==> src/design/sbm_pkg.sv <==
// Types, constants and helper functions for the SCCB bit master.
package sbm_pkg;

  // Command codes as carried on req_type
  typedef enum logic [2:0] {
    CMD_START = 3'd0,
    CMD_STOP  = 3'd1,
    CMD_WRITE = 3'd2,
    CMD_READ  = 3'd3,
    CMD_NACK  = 3'd4
  } cmd_t;

  // One classified tick as it travels through the queue
  typedef struct packed {
    logic       has_cmd;
    cmd_t       cmd;
    logic [7:0] wdata;
    logic       pin;
  } tick_t;

  // One result word
  typedef struct packed {
    logic       scl;
    logic       sda;
    logic       drv;
    logic       busy;
    logic       done;
    logic       ack;
    logic [7:0] rdata;
  } res_t;

  localparam logic [15:0] PHASE_TICKS_RST = 16'd10;
  localparam logic [7:0]  MSB_MASK        = 8'h80;

  // Phase markers
  localparam logic [4:0] START_LAST  = 5'd3;
  localparam logic [4:0] STOP_LAST   = 5'd2;
  localparam logic [4:0] NACK_LAST   = 5'd3;
  localparam logic [4:0] WR_LAST     = 5'd27;
  localparam logic [4:0] RD_LAST     = 5'd24;
  localparam logic [4:0] WR_BITS_END = 5'd24;
  localparam logic [4:0] WR_RELEASE  = 5'd25;
  localparam logic [4:0] WR_ACK      = 5'd26;

  // Remainder by three of a 5-bit phase, via reciprocal multiply by 11/32
  function automatic logic [1:0] mod3(input logic [4:0] ph);
    logic [8:0] prod;
    logic [3:0] quo;
    logic [4:0] rem;
    prod = 9'(ph) * 9'd11;
    quo  = prod[8:5];
    rem  = ph - (5'(quo) * 5'd3);
    return rem[1:0];
  endfunction

  // Index of the final phase of each command
  function automatic logic [4:0] last_phase(input cmd_t cmd);
    logic [4:0] lp;
    unique case (cmd)
      CMD_START: lp = START_LAST;
      CMD_STOP:  lp = STOP_LAST;
      CMD_NACK:  lp = NACK_LAST;
      CMD_WRITE: lp = WR_LAST;
      CMD_READ:  lp = RD_LAST;
      default:   lp = RD_LAST;
    endcase
    return lp;
  endfunction

endpackage

==> src/design/sccb_bit_master_unit.sv <==
// Top level of the SCCB bit master: classifier, queue and line sequencer.
//
//  channel   direction  handshake             payload
//  in        input      in_valid / in_ready   cmd_valid req_type write_data sda_pin
//  out       output     out_valid / out_ready scl_level sda_level sda_drive busy_res
//                                             done_res ack_ok read_data
//  cfg       input      cfg_we                cfg_data (phase ticks)
//
// One tick word is taken per clock while the output is not stalled; each gives exactly one result word.
// A word passes the classifier register, then the queue, and the sequencer step
// that takes it from the queue writes its result into the output register.
// Reset (rst, synchronous) idles both lines high with the data driver on.
// A stalled output holds the sequencer; the queue and the classifier register
// then fill, and in_ready drops once they hold three words.
module sccb_bit_master_unit
  import sbm_pkg::*;
(
  input  logic        clk,
  input  logic        rst,
  input  logic        cfg_we,
  input  logic [15:0] cfg_data,
  input  logic        in_valid,
  output logic        in_ready,
  input  logic        cmd_valid,
  input  logic [2:0]  req_type,
  input  logic [7:0]  write_data,
  input  logic        sda_pin,
  output logic        out_valid,
  input  logic        out_ready,
  output logic        scl_level,
  output logic        sda_level,
  output logic        sda_drive,
  output logic        busy_res,
  output logic        done_res,
  output logic        ack_ok,
  output logic [7:0]  read_data
);

  logic  push;
  tick_t push_tick;
  logic  q_full;
  logic  q_not_empty;
  tick_t q_tick;
  logic  pop;
  res_t  res;

  sbm_front u_front (
    .clk        (clk),
    .rst        (rst),
    .in_valid   (in_valid),
    .in_ready   (in_ready),
    .cmd_valid  (cmd_valid),
    .req_type   (req_type),
    .write_data (write_data),
    .sda_pin    (sda_pin),
    .push       (push),
    .push_tick  (push_tick),
    .q_full     (q_full)
  );

  sbm_queue u_queue (
    .clk       (clk),
    .rst       (rst),
    .push      (push),
    .push_tick (push_tick),
    .full      (q_full),
    .pop       (pop),
    .not_empty (q_not_empty),
    .pop_tick  (q_tick)
  );

  sbm_back u_back (
    .clk         (clk),
    .rst         (rst),
    .cfg_we      (cfg_we),
    .cfg_data    (cfg_data),
    .q_not_empty (q_not_empty),
    .q_tick      (q_tick),
    .pop         (pop),
    .out_valid   (out_valid),
    .out_ready   (out_ready),
    .res         (res)
  );

  assign scl_level = res.scl;
  assign sda_level = res.sda;
  assign sda_drive = res.drv;
  assign busy_res  = res.busy;
  assign done_res  = res.done;
  assign ack_ok    = res.ack;
  assign read_data = res.rdata;

endmodule

==> src/design/sbm_front.sv <==
// Input stage: takes ticks and classifies the offered command.
module sbm_front
  import sbm_pkg::*;
(
  input  logic       clk,
  input  logic       rst,
  input  logic       in_valid,
  output logic       in_ready,
  input  logic       cmd_valid,
  input  logic [2:0] req_type,
  input  logic [7:0] write_data,
  input  logic       sda_pin,
  output logic       push,
  output tick_t      push_tick,
  input  logic       q_full
);

  logic  f_valid;
  tick_t f_tick;
  logic  take;

  assign push     = f_valid && !q_full;
  assign in_ready = !f_valid || !q_full;
  assign take     = in_valid && in_ready;
  assign push_tick = f_tick;

  // Hold the staged word valid until the queue takes it
  always_ff @(posedge clk) begin
    if (rst) begin
      f_valid <= 1'b0;
    end else if (take) begin
      f_valid <= 1'b1;
    end else if (push) begin
      f_valid <= 1'b0;
    end
  end

  // Classify: drop undefined codes to a plain tick
  always_ff @(posedge clk) begin
    if (take) begin
      f_tick.has_cmd <= cmd_valid && (req_type <= 3'(CMD_NACK));
      f_tick.cmd     <= cmd_t'(req_type);
      f_tick.wdata   <= write_data;
      f_tick.pin     <= sda_pin;
    end
  end

endmodule

==> src/design/sbm_queue.sv <==
// Two-entry queue between the classifier and the line sequencer.
module sbm_queue
  import sbm_pkg::*;
(
  input  logic  clk,
  input  logic  rst,
  input  logic  push,
  input  tick_t push_tick,
  output logic  full,
  input  logic  pop,
  output logic  not_empty,
  output tick_t pop_tick
);

  tick_t      mem [2];
  logic       wr_ptr;
  logic       rd_ptr;
  logic [1:0] count;

  assign full      = (count == 2'd2);
  assign not_empty = (count != 2'd0);
  assign pop_tick  = mem[rd_ptr];

  // Advance pointers and count
  always_ff @(posedge clk) begin
    if (rst) begin
      wr_ptr <= 1'b0;
      rd_ptr <= 1'b0;
      count  <= 2'd0;
    end else begin
      if (push) begin
        wr_ptr <= !wr_ptr;
      end
      if (pop) begin
        rd_ptr <= !rd_ptr;
      end
      if (push && !pop) begin
        count <= count + 2'd1;
      end else if (pop && !push) begin
        count <= count - 2'd1;
      end
    end
  end

  // Store entries
  always_ff @(posedge clk) begin
    if (push) begin
      mem[wr_ptr] <= push_tick;
    end
  end

endmodule

==> src/design/sbm_back.sv <==
// Line sequencer: steps one tick per queued word and registers the result.
module sbm_back
  import sbm_pkg::*;
(
  input  logic        clk,
  input  logic        rst,
  input  logic        cfg_we,
  input  logic [15:0] cfg_data,
  input  logic        q_not_empty,
  input  tick_t       q_tick,
  output logic        pop,
  output logic        out_valid,
  input  logic        out_ready,
  output res_t        res
);

  logic [15:0] phase_ticks;
  logic        busy,   busy_next;
  cmd_t        cmd,    cmd_next;
  logic [4:0]  ph,     ph_next;
  logic [15:0] tc,     tc_next;
  logic [7:0]  shift,  shift_next;
  logic        scl,    scl_next;
  logic        sda,    sda_next;
  logic        drv,    drv_next;
  logic        ack,    ack_next;
  logic [7:0]  rbyte,  rbyte_next;
  logic        done;
  logic [15:0] hold;
  logic        do_apply;
  cmd_t        a_cmd;
  logic [4:0]  a_ph;
  logic [1:0]  r;

  assign pop  = q_not_empty && (!out_valid || out_ready);
  assign hold = (phase_ticks == 16'd0) ? 16'd1 : phase_ticks;

  // Work out the state after one tick
  always_comb begin
    busy_next  = busy;
    cmd_next   = cmd;
    ph_next    = ph;
    tc_next    = tc;
    shift_next = shift;
    scl_next   = scl;
    sda_next   = sda;
    drv_next   = drv;
    ack_next   = ack;
    rbyte_next = rbyte;
    done       = 1'b0;
    do_apply   = 1'b0;
    a_cmd      = q_tick.cmd;
    a_ph       = 5'd0;
    r          = 2'd0;

    if (!busy) begin
      // Start a command from idle
      if (q_tick.has_cmd) begin
        busy_next = 1'b1;
        cmd_next  = q_tick.cmd;
        ph_next   = 5'd0;
        tc_next   = 16'd1;
        if (q_tick.cmd == CMD_WRITE) begin
          shift_next = q_tick.wdata;
        end else if (q_tick.cmd == CMD_READ) begin
          shift_next = 8'd0;
        end
        if (q_tick.cmd != CMD_READ) begin
          drv_next = 1'b1;
        end
        do_apply = 1'b1;
        a_cmd    = q_tick.cmd;
        a_ph     = 5'd0;
      end
    end else if (tc < hold) begin
      tc_next = tc + 16'd1;
    end else begin
      // Close the current phase: sample ack or data, or retake the data line
      if (cmd == CMD_WRITE) begin
        if (ph == WR_ACK) begin
          ack_next = !q_tick.pin;
        end else if (ph == WR_LAST) begin
          drv_next = 1'b1;
        end
      end else if (cmd == CMD_READ && ph != 5'd0) begin
        if (mod3(ph - 5'd1) == 2'd1) begin
          shift_next = {shift[6:0], q_tick.pin};
        end
      end
      if (ph >= last_phase(cmd)) begin
        if (cmd == CMD_READ) begin
          rbyte_next = shift_next;
        end
        busy_next = 1'b0;
        ph_next   = 5'd0;
        tc_next   = 16'd0;
        done      = 1'b1;
      end else begin
        ph_next  = ph + 5'd1;
        tc_next  = 16'd1;
        do_apply = 1'b1;
        a_cmd    = cmd;
        a_ph     = ph + 5'd1;
      end
    end

    // Apply the line action that opens a phase
    if (do_apply) begin
      unique case (a_cmd)
        CMD_START: begin
          if (a_ph == 5'd0)      sda_next = 1'b1;
          else if (a_ph == 5'd1) scl_next = 1'b1;
          else if (a_ph == 5'd2) sda_next = 1'b0;
          else                   scl_next = 1'b0;
        end
        CMD_STOP: begin
          if (a_ph == 5'd0)      sda_next = 1'b0;
          else if (a_ph == 5'd1) scl_next = 1'b1;
          else                   sda_next = 1'b1;
        end
        CMD_NACK: begin
          if (a_ph == 5'd0)      sda_next = 1'b1;
          else if (a_ph == 5'd1) scl_next = 1'b1;
          else if (a_ph == 5'd2) scl_next = 1'b0;
          else                   sda_next = 1'b0;
        end
        CMD_WRITE: begin
          if (a_ph < WR_BITS_END) begin
            r = mod3(a_ph);
            if (r == 2'd0) begin
              sda_next   = |(shift_next & MSB_MASK);
              shift_next = {shift_next[6:0], 1'b0};
            end else if (r == 2'd1) begin
              scl_next = 1'b1;
            end else begin
              scl_next = 1'b0;
            end
          end else if (a_ph == WR_RELEASE) begin
            drv_next = 1'b0;
          end else if (a_ph == WR_ACK) begin
            scl_next = 1'b1;
          end else if (a_ph == WR_LAST) begin
            scl_next = 1'b0;
          end
        end
        CMD_READ: begin
          if (a_ph == 5'd0) begin
            drv_next = 1'b0;
          end else begin
            r = mod3(a_ph - 5'd1);
            if (r == 2'd1)      scl_next = 1'b1;
            else if (r == 2'd2) scl_next = 1'b0;
          end
        end
        default: ;
      endcase
    end
  end

  // Hold the phase length register
  always_ff @(posedge clk) begin
    if (rst) begin
      phase_ticks <= PHASE_TICKS_RST;
    end else if (cfg_we) begin
      phase_ticks <= cfg_data;
    end
  end

  // Advance the sequencer once per queued word
  always_ff @(posedge clk) begin
    if (rst) begin
      busy  <= 1'b0;
      cmd   <= CMD_START;
      ph    <= 5'd0;
      tc    <= 16'd0;
      shift <= 8'd0;
      scl   <= 1'b1;
      sda   <= 1'b1;
      drv   <= 1'b1;
      ack   <= 1'b0;
      rbyte <= 8'd0;
    end else if (pop) begin
      busy  <= busy_next;
      cmd   <= cmd_next;
      ph    <= ph_next;
      tc    <= tc_next;
      shift <= shift_next;
      scl   <= scl_next;
      sda   <= sda_next;
      drv   <= drv_next;
      ack   <= ack_next;
      rbyte <= rbyte_next;
    end
  end

  // Output register: fill on a step, drop once taken
  always_ff @(posedge clk) begin
    if (rst) begin
      out_valid <= 1'b0;
    end else if (pop) begin
      out_valid <= 1'b1;
    end else if (out_ready) begin
      out_valid <= 1'b0;
    end
  end

  always_ff @(posedge clk) begin
    if (pop) begin
      res.scl   <= scl_next;
      res.sda   <= drv_next ? sda_next : 1'b1;
      res.drv   <= drv_next;
      res.busy  <= busy_next;
      res.done  <= done;
      res.ack   <= ack_next;
      res.rdata <= rbyte_next;
    end
  end

endmodule

==> config.mk <==
export PLATFORM = sky130hd
export DESIGN_NAME = sccb_bit_master_unit
export DESIGN_NICKNAME = d
export VERILOG_FILES = /design/src/design/sbm_pkg.sv /design/src/design/sccb_bit_master_unit.sv /design/src/design/sbm_front.sv /design/src/design/sbm_queue.sv /design/src/design/sbm_back.sv
export SDC_FILE = /design/constraint.sdc
export NUM_CORES = 1
export LEC_CHECK = 0
export ABC_AREA = 1
export BUFFER_PORTS_ARGS = -buffer_cell sky130_fd_sc_hd__buf_2
export CAP_MARGIN = 15
export CORE_ASPECT_RATIO = 0.8
export CORE_MARGIN = 5
export CORE_UTILIZATION = 25
export CTS_CLUSTER_DIAMETER = 150
export CTS_CLUSTER_SIZE = 40
export DETAILED_ROUTE_END_ITERATION = 7
export PLACE_DENSITY = 0.45
export SLEW_MARGIN = 20
export SYNTH_ARGS = -nofsm -noshare
export SYNTH_HDL_FRONTEND = slang
export SYNTH_HIERARCHICAL = 1
export SYNTH_SLANG_ARGS = --single-unit
==> constraint.sdc <==
create_clock -name clk -period 6.9 [get_ports clk]
set_input_delay 0 -clock clk [delete_from_list [all_inputs] [get_ports clk]]
set_output_delay 0 -clock clk [all_outputs]
set_load 0.005 [all_outputs]
; Yosys cells after proc, flatten, opt, wreduce, memory -nomap -nowiden
; Memories as Yosys holds them, arrays and structs flattened. A register that Yosys moved wholly into a read port is not among the register bits.
; Cells that the tools add are included.
[classes]
addsub = 9
n_mul = 6
n_lt_le_gt_ge = 4
eq_ne = 24
muxes = 97
n_bitwise = 1
n_reduce_logical = 33
[ops]
columns = cell, count
row1 = 8-bit 2-to-1 mux, 16
row2 = 16-bit 2-to-1 mux, 4
row3 = 1-bit 2-to-1 mux, 60
row4 = 5-bit 2-to-1 mux, 8
row5 = 5-bit by 4-bit multiplier with 9-bit output (second input constant), 3
row6 = 5-bit equality test (second input constant), 5
row7 = 3-bit by 2-bit equality test with 1-bit output (second input constant), 6
row8 = 16-bit by 1-bit adder with 16-bit output (second input constant), 1
row9 = 16-bit logical NOT, 1
row10 = 16-bit < comparator, 1
row11 = 5-bit case mux with 3 select lines, 1
row12 = 4-bit by 2-bit multiplier with 2-bit output (second input constant), 3
row13 = 2-bit nonzero test, 5
row14 = 5-bit by 1-bit subtractor with 5-bit output (second input constant), 2
row15 = 3-bit 2-to-1 mux, 3
row16 = 1-bit logical NOT, 8
row17 = 1-bit logical AND, 7
row18 = 2-bit by 1-bit equality test with 1-bit output (second input constant), 3
row19 = 3-bit by 1-bit equality test with 1-bit output (second input constant), 2
row20 = 3-bit equality test (second input constant), 2
row21 = 3-bit logical NOT, 2
row22 = 3-bit AND reduction, 2
row23 = 2-bit subtractor, 3
row24 = 5-bit by 1-bit adder with 5-bit output (second input constant), 1
row25 = other kinds (21), 25
[totals]
ff_bits = 94
ram_bits = 26
inputBits = 34
out_inout_bits = 16
elab_cells = 202
n_memories = 1
[memory_table]
columns = name, depth, width, read_ports, rd_clocked_by_memory_dff, wr, line
row1 = u_queue.mem, 2, 13, 1, 1, 1, sbm_queue.sv:15  ; tick_t mem [2];

; Depth between registers and ports, before layout
; Gate-level depths: netlist of run 1.
[logic_depth]
depth_word = 19
mapped_depth = 43
ltp_nobuf = 42

; Cells and area by module
; The synthesis of run 1 kept the hierarchy.
[by_module_without_submodules]
columns = mod, n_inst, cells_each, area_each_um2, seq_area_each_um2
row1 = sbm_back, 1, 784, 5552.8, 1661.6
row2 = sbm_queue, 1, 73, 1202.4, 880.8
row3 = sbm_front, 1, 25, 460.4, 410.4

; Least setup slack after synthesis of run 1
; Ideal clock, no wire load.
[synth_timing]
path_type = reg2reg
from = register u_back.ph[0]
to = register u_back/res[13] (netlist name)
setup_time_ns = 0.260
arrival_ns = 4.995
required_ns = 6.640
setup_slack_ns = 1.645
stages_incl_launch_ff = 34
path_buffers = 0
synth_period_minus_slack_ns = 5.255
path_cell_list = dfxtp_1 > inv_1 > ha_1 > o21ai_0 > nand2_1 > nand2_1 > o21ai_1 > o21ai_2 > nand2_2 > nor2_1 > inv_1 > nor2_1 > inv_1 > ha_1 > nand3_1 > nand2_1 > ha_1 > inv_1 > fa_1 > inv_1 > ha_1 > a21oi_1 > nand2_1 > xor2_1 > inv_1 > ha_1 > xor2_1 > xor2_1 > xor2_1 > nand3_1 > nand3_1 > nand2_1 > nand2_1 > a21boi_1
[synth_via]
elab_chain_len = 14
elab_cells_between_ends = 53
classes_between = add/sub (4) / mul (4) / order compare (2) / eq/ne (12) / mux (28) / reduce/logical (3)
[synth_lines]
columns = element, line
row1 = start: declaration, sbm_back.sv:20  ; logic [4:0] ph, ph_next;
row2 = start signal: assignment, sbm_back.sv:185  ; ph <= ph_next;
row3 = 5-bit by 1-bit adder with 5-bit output / 5-bit greater-or-equal comparator (equally long branches), "sbm_back.sv:103, sbm_back.sv:90"
row4 = 5-bit 2-to-1 mux, sbm_back.sv:90  ; if (ph >= last_phase(cmd)) begin
row5 = 5-bit 2-to-1 mux, sbm_back.sv:75  ; end else if (tc < hold) begin
row6 = 5-bit 2-to-1 mux, sbm_back.sv:56  ; if (!busy) begin
row7 = 5-bit by 1-bit subtractor with 5-bit output, sbm_back.sv:150  ; r = mod3(a_ph - 5'd1);
row8 = 5-bit by 4-bit multiplier with 9-bit output, sbm_pkg.sv:50  ; prod = 9'(ph) * 9'd11;
row9 = 4-bit by 2-bit multiplier with 2-bit output, sbm_pkg.sv:52  ; rem = ph - (5'(quo) * 5'd3);
row10 = 2-bit subtractor, sbm_pkg.sv:52
row11 = 2-bit equality test, sbm_back.sv:152  ; else if (r == 2'd2) scl_next = 1'b0;
row12 = 1-bit 2-to-1 mux, sbm_back.sv:152
row13 = 1-bit 2-to-1 mux, sbm_back.sv:151  ; if (r == 2'd1) scl_next = 1'b1;
row14 = 1-bit 2-to-1 mux, sbm_back.sv:147  ; if (a_ph == 5'd0) begin
row15 = 1-bit case mux with 5 select lines, sbm_back.sv:109  ; unique case (a_cmd)
row16 = 1-bit 2-to-1 mux (*), sbm_back.sv:108  ; if (do_apply) begin
row17 = net u_back.scl_next, sbm_back.sv:23  ; logic scl, scl_next;
; Mark *: on every way through the listed nets, which the timed path passes. The rest lies on a longest branch.
; A chain may end at the register's enable or synchronous reset.

; Worst setup path after layout of run 1
[layout_timing]
from = register u_back.ph[0]
to = register u_back/res[13] (netlist name)
[layout_via]
elab_chain_len = 14
elab_cells_between_ends = 53
classes_between = add/sub (4) / mul (4) / order compare (2) / eq/ne (12) / mux (28) / reduce/logical (3)
[layout_lines]
columns = element, line
row1 = 5-bit by 1-bit adder with 5-bit output / 5-bit greater-or-equal comparator (equally long branches), "sbm_back.sv:103, sbm_back.sv:90"
row2 = 5-bit 2-to-1 mux, sbm_back.sv:90
row3 = 5-bit 2-to-1 mux, sbm_back.sv:75
row4 = 5-bit 2-to-1 mux, sbm_back.sv:56
row5 = 5-bit by 1-bit subtractor with 5-bit output, sbm_back.sv:150
row6 = 5-bit by 4-bit multiplier with 9-bit output, sbm_pkg.sv:50
row7 = 4-bit by 2-bit multiplier with 2-bit output, sbm_pkg.sv:52
row8 = 2-bit subtractor, sbm_pkg.sv:52
row9 = 2-bit equality test, sbm_back.sv:152
row10 = 1-bit 2-to-1 mux, sbm_back.sv:152
row11 = 1-bit 2-to-1 mux, sbm_back.sv:151
row12 = 1-bit 2-to-1 mux, sbm_back.sv:147
row13 = 1-bit case mux with 5 select lines, sbm_back.sv:109
row14 = 1-bit 2-to-1 mux (*), sbm_back.sv:108
row15 = net u_back.scl_next, sbm_back.sv:23
; Marked as above.

==> results of run 1 <==
-- cells in the final DEF (no fill, tap or decap), types with 3 or more instances in the layout --
master,Yosys,routed
inv_2,7,7
o21ai_0,57,57
o211ai_1,3,3
edfxtp_1,53,53
nor2_4,3,3
inv_6,0,7
or2_2,3,3
ha_1,56,56
fa_1,3,3
xnor2_1,7,7
buf_2,1,49
mux2i_1,6,6
dfxtp_1,68,68
mux2_4,10,10
mux2_2,3,3
dlygate4sd3_1,0,35
nand2_2,9,9
a22oi_1,7,7
nand4_1,12,12
o22ai_1,6,6
clkbuf_16,0,17
buf_4,1,5
xor2_1,14,14
clkinv_1,5,6
nand3_1,55,55
nand2_1,146,146
a211oi_1,7,7
inv_1,137,137
nand2_4,3,3
inv_8,0,3
o21ai_1,5,5
a21oi_1,83,83
nand3b_1,5,5
nor3_1,5,5
nor2_2,3,3
nor2_1,66,66
-- routing by layer --
metal | routed length, um | track usage | up-vias
met4 | 197 | 0.0284 | 0
met3 | 567 | 0.0226 | 16
li1 | - | - | 3132
met1 | 8840 | 0.156 | 2654
met2 | 7400 | 0.164 | 89
met5 | 0 | 0 | -
-- layout make-up --
class / count / area, um^2 / area share
Sequential cell: 121 / 2950 / 0.335
Inverter: 149 / 559 / 0.0635
Clock inverter: 15 / 154 / 0.0175
Multi-Input combinational cell: 595 / 3620 / 0.411
Tap cell: 370 / 463 / 0.0526
Timing Repair Buffer: 89 / 633 / 0.0719
Clock buffer: 17 / 425 / 0.0483
-- synthesized netlist by cell type, drive strengths merged --
library cell,number
nor3,7
nand2,158
edfxtp,53
ha,56
mux2i,6
o21a,2
o31ai,1
clkinv,5
mux2,13
or2,5
a22oi,8
clkbuf,12
a211oi,7
nor2,72
o22ai,6
xor2,15
xnor2,7
o21ai,64
nand3,56
a21o,2
dfxtp,68
fa,3
nand4,12
inv,144
nand3b,5
a21boi,2
a21oi,85
o211ai,3
buf,5
-- sequential cells by signal, summed over array words and instances, names as in the netlist, 2 cells and up, named ones only --
signal / flops
u_back/phase_ticks: 16
u_back/rbyte: 8
u_back/cmd: 3
u_front/push_tick: 13
u_queue/count: 2
u_back/res: 14
u_queue/mem: 26
u_back/tc: 16
u_back/shift: 8
u_back/ph: 5
-- path summary, 6_finish.rpt --
kind                              from                end  slack (ns)
setup / recovery          u_back/ph[0]     u_back/res[13]        1.02
hold / removal                     rst           register        0.16
setup reg to reg          u_back/ph[0]     u_back/res[13]        1.02
hold reg to reg   u_front/push_tick[8]  u_queue/mem[1][8]        0.45
-- worst max-delay path, delay by kind of cell, from the launching register on --
kind / cells / cell delay (ns)
flops: 1 / 0.39
xor+xnor: 4 / 0.79
simple gates: 12 / 1.52
compound gates: 5 / 0.53
fa+ha+maj: 6 / 1.83
buf+inv: 6 / 0.55
-- metrics by stage --
stage               setup WS, ns  hold slack (ns)
floorplan                   1.64           0.0624
global placement            1.18            0.176
detailed placement          1.01            0.178
CTS                        0.990            0.145
global route               0.323            0.170
finish                      1.02            0.164
-- cell families after synthesis --
| logic type | share of synthesized area |
|---|---|
| AND/OR/NAND/NOR | 0.197 |
| flip-flops | 0.409 |
| buffers and inverters | 0.0891 |
| adder cells (fa/ha/maj) | 0.105 |
| AO/OA/AOI/OAI | 0.138 |
| multiplexers | 0.0338 |
| XOR/XNOR | 0.0277 |
-- where the power goes --
group / switching [mW] / internal [mW]
clock network: 0.371 / 0.510
logic: 1.44 / 0.899
registers: 0.130 / 0.949
total: 1.94 / 2.36
-- timing repair --
action                    CTS  global route
gates resized for setup     0             0
hold endpoints to repair   31             0
hold buffers               35             0
==> summary.txt, run 1 <==
STA
  – Skew final: 0.0105 ns
  – Max Freq: 170 MHz
  – Setup Viol. Count Final: 0
  – Fin crit period: 5.88 ns
  – Slew headroom: 0.397
  – Fin crit share: 0.853
  – Final slew viol count: 0
  – Setup TNS: 0 ns
  – Worst slew pin tran: about 0.9 ns
  – RSZ-0062 raised after global routing: no
  – Final Hold Violating Endpoints: 0

Drt
  – WL final: 17000 um
  – Vias: about 5900
  – Post-route ant nets: 0
  – Remaining DRCs: 0
  – DR WL/cell: 12.5 um
  – 1st-iter DRT viols: 280
  – Vias per inst: 4.34
  – DRT Pass-1 Iters: 5

Yosys
  – Area share of the largest cell type after synthesis: 0.221
  – Cell taking the most area after synthesis: edfxtp_1
  – Register bit total from synthesis: between 100 and 150
  – Sequential-to-total area share from yosys stat: 0.409
  – Avg Cell Area, Syn: slightly above 8 um^2
  – Synthesized cell area: 7220 um^2
  – Ys Warns: 6
  – Dominant cells by area after synthesis: edfxtp_1 22%, dfxtp_1 19%, ha_1 9.7%
  – Post-Syn Nets: 975
  – Cells after synthesis: 882
  – Distinct cells, synth: 47

Final layout
  – Share of cells above drive strength 1: 0.138
  – Final #Nets: approximately 1100
  – Number of inserted diodes: 0
  – Finished Cell Area: just under 9000 um^2
  – Post-Route Utilization: 0.311
  – Fill count: about 3000
  – Final Non-Filler Cells: 1356
  – Area delta synth->final: 22.1%

Global route
  – First-pass GRT wire length: 28600 um
  – Initial antenna violation count: 0
  – Vias in the first global route: about 5700
  – GRT Residual Overflow: 0
  – GRT Overall Usage: 0.108
  – Largest net degree at the start of global routing: 37

Clocking
  – H-tree depth: 4
  – Worst-path clk slew: 0.07 ns
  – Post-CTS Setup Bufs: 0
  – TritonCTS clock tree: built
  – Num Clock Sinks: approximately 120
  – Root Buffer: clkbuf_16
  – Total CTS buffers: 17
  – Worst skew pair latency: 0.42 ns
  – CTS Buffer Depth: 2

Worst setup path
  – Crit path largest cell delay: 0.49 ns
  – Setup crit end kind: register
  – FF-to-FF path depth: 33
  – Crit-path max FO: 8
  – Worst Path Required: roughly 7.1 ns
  – Worst Path Arrival: between 6 and 7 ns
  – Slowest CP cell: fa_1
  – WS Path Type: register to register
  – Startpoint Class: register

Pwr
  – Total power draw: 4.30 mW
  – Pleak: 3.98 nW
  – IR drop worst, VDD: 0.391 mV
  – PwrDens: 488 nW/um^2

Placed design
  – GP Congestion: 0.827
  – Placed insts: 1289
  – Port Buffers: 49
  – Final HPWL DP: ~12000 um
  – Dpl cell area: approximately 8000 um^2

Die
  – Core area: ~28000 um^2
  – Die width: 200 um
  – Initial Utilization: 0.255
  – IO Pins: 50
  – Row cnt: 55
  – Die Area: 32400 um^2
  – Die height: about 160 um

Job
  – Maxcap violations: 0

Status
  – Status: finished clean

Hold path
  – Hold path depth: 2
  – Worst hold path type: input port to register
Power figures use the tool's default switching activity.
==> inputs of run 2 (changes only) <==
--- a/config.mk
+++ b/config.mk
@@ -10,11 +10,11 @@
 export CAP_MARGIN = 15
 export CORE_ASPECT_RATIO = 0.8
 export CORE_MARGIN = 5
-export CORE_UTILIZATION = 25
+export CORE_UTILIZATION = 38
 export CTS_CLUSTER_DIAMETER = 150
 export CTS_CLUSTER_SIZE = 40
 export DETAILED_ROUTE_END_ITERATION = 7
-export PLACE_DENSITY = 0.45
+export PLACE_DENSITY = 0.59
 export SLEW_MARGIN = 20
 export SYNTH_ARGS = -nofsm -noshare
 export SYNTH_HDL_FRONTEND = slang
==> summary.txt, run 2 (synthesized netlist as in run 1, its figures left out) <==
Worst setup path
  – Slowest CP cell: fa_1
  – FF-to-FF Start: u_back/ph[0]
  – Reg2Reg Setup Slack: 1.00 ns
  – Crit path largest cell delay: between 0.4 and 0.5 ns
  – WS Path Type: register to register
  – Worst Path Arrival: 6.06 ns
  – Worst Path Required: 7.07 ns
  – Startpoint Class: register
  – FF-to-FF path depth: 33
  – Crit-path max FO: 8
  – Setup crit end kind: register
  – Capturing point of the worst reg2reg path: u_back/res[13]

STA
  – Setup TNS: 0 ns
  – Worst Slack Setup Final: 1.00 ns
  – Slew headroom: 0.336
  – Worst slew pin tran: 0.995 ns
  – Max Freq: 170 MHz
  – Final Hold Violating Endpoints: 0
  – Setup Viol. Count Final: 0
  – Final slew viol count: 0
  – Fin crit share: 0.855
  – RSZ-0062 raised after global routing: no
  – Skew final: 0.00916 ns
  – Fin crit period: 5.90 ns

Global route
  – Largest net degree at the start of global routing: 37
  – GRT Overall Usage: 0.156
  – First-pass GRT wire length: 27800 um
  – Vias in the first global route: roughly 5800
  – GRT Residual Overflow: 0
  – Initial antenna violation count: 0

Clocking
  – Root Buffer: clkbuf_16
  – Worst-path clk slew: 0.06 ns
  – Total CTS buffers: 17
  – Hold buffer count at cts: 35
  – Worst skew pair latency: 0.42 ns
  – Post-CTS Setup Bufs: 0
  – Num Clock Sinks: 121
  – CTS Buffer Depth: 2
  – Post_cts resized: 0
  – H-tree depth: 4
  – TritonCTS clock tree: built

Die
  – Die Area: 21900 um^2
  – Initial Utilization: 0.384
  – Die height: 133 um
  – Row cnt: between 40 and 50
  – Core area: 18800 um^2
  – Die width: between 150 and 200 um
  – IO Pins: 50

Pwr
  – IR drop worst, VDD: 0.288 mV
  – PwrDens: 485 nW/um^2
  – Pleak: 3.97 nW

Drt
  – Post-route ant nets: 0
  – Remaining DRCs: 0
  – 1st-iter DRT viols: 453
  – Vias: approximately 5900
  – WL final: ~16000 um
  – Vias per inst: between 4 and 5
  – DR WL/cell: 12.9 um
  – DRT Pass-1 Iters: 5

Final layout
  – Commonest non-fill, non-tap cells in the layout: 146 x nand2_1, 137 x inv_1, 82 x a21oi_1, 68 x dfxtp_1, 65 x nor2_1
  – Max reg flops: 26
  – Largest regs: u_queue/mem: 26 flops, u_back/phase_ticks: 16 flops, u_back/tc: 16 flops
  – Reg with most FFs: u_queue/mem
  – Fill count: around 1900
  – Share of cells above drive strength 1: 0.138
  – Final #Nets: ~1100
  – Number of inserted diodes: 0
  – Area delta synth->final: 20.1%
  – Most common cell after layout, fill and taps aside: nand2_1

Placed design
  – Pre-CTS setup slack: 1.04 ns
  – Final HPWL DP: 11500 um
  – Port Buffers: 49
  – GP Congestion: 0.846

Job
  – Maxcap violations: 0

Hold path
  – Hold path depth: 2
  – Worst hold path type: input port to register
  – Hold path start: rst

Status
  – Status: finished clean
run 2: area by class of cell:
type                            instances  area (um^2)  share of cell area
Sequential cell                       121         2950               0.341
Clock buffer                           17          425              0.0491
Clock inverter                         15          164              0.0189
Multi-Input combinational cell        595         3630               0.418
Inverter                              149          559              0.0645
Tap cell                              258          323              0.0372
Timing Repair Buffer                   87          618              0.0713
run 2: critical path: cells and delay by family (launching register included):
family	cells	cell delay, ns
compound gates	5	0.55
buf+inv	6	0.55
xor+xnor	4	0.79
simple gates	12	1.53
flops	1	0.41
fa+ha+maj	6	1.83
run 2: through the flow:
step | std cells | instance area (um^2) | util | hold slack, ns | power (mW)
floorplan | 882 | 7220 | - | 0.0624 | 2.85
CTS | 1242 | 8660 | 0.461 | 0.139 | 4.24
global route | 1242 | 8670 | 0.461 | 0.169 | 4.67
finish | 1242 | 8670 | 0.461 | 0.132 | 4.20
detailed placement | 1175 | 7720 | 0.411 | 0.178 | 3.31
global placement | 1175 | 7720 | 0.411 | 0.176 | 3.31
run 2: routing by layer:
layer | GRT usage | share of wire
met2 | 0.235 | 0.43
met3 | 0.0319 | 0.043
met1 | 0.225 | 0.52
met4 | 0.0452 | 0.0097
met5 | 0 | 0
run 2: power breakdown:
| group | internal (mW) | switching [mW] | leakage [nW] |
|---|---|---|---|
| Combinational | 0.882 | 1.36 | 2.63 |
| Sequential | 0.950 | 0.128 | 1.06 |
| Clock | 0.538 | 0.347 | 0.281 |
| Total | 2.37 | 1.83 | 3.97 |
run 2: worst max path at each step:
stage / to / slack (ns) / start / cells past startpoint
after floorplan: u_back/res[13] / 1.64 / u_back/ph[0] / 33
after global placement: u_back/res[13] / 1.23 / u_back/ph[0] / 33
after detailed placement: u_back/res[13] / 1.04 / u_back/ph[0] / 33
after CTS: u_back/res[13] / 0.99 / u_back/ph[0] / 33
after global routing: u_back/scl / 0.30 / u_back/ph[0] / 35
final: u_back/res[13] / 1.00 / u_back/ph[0] / 33
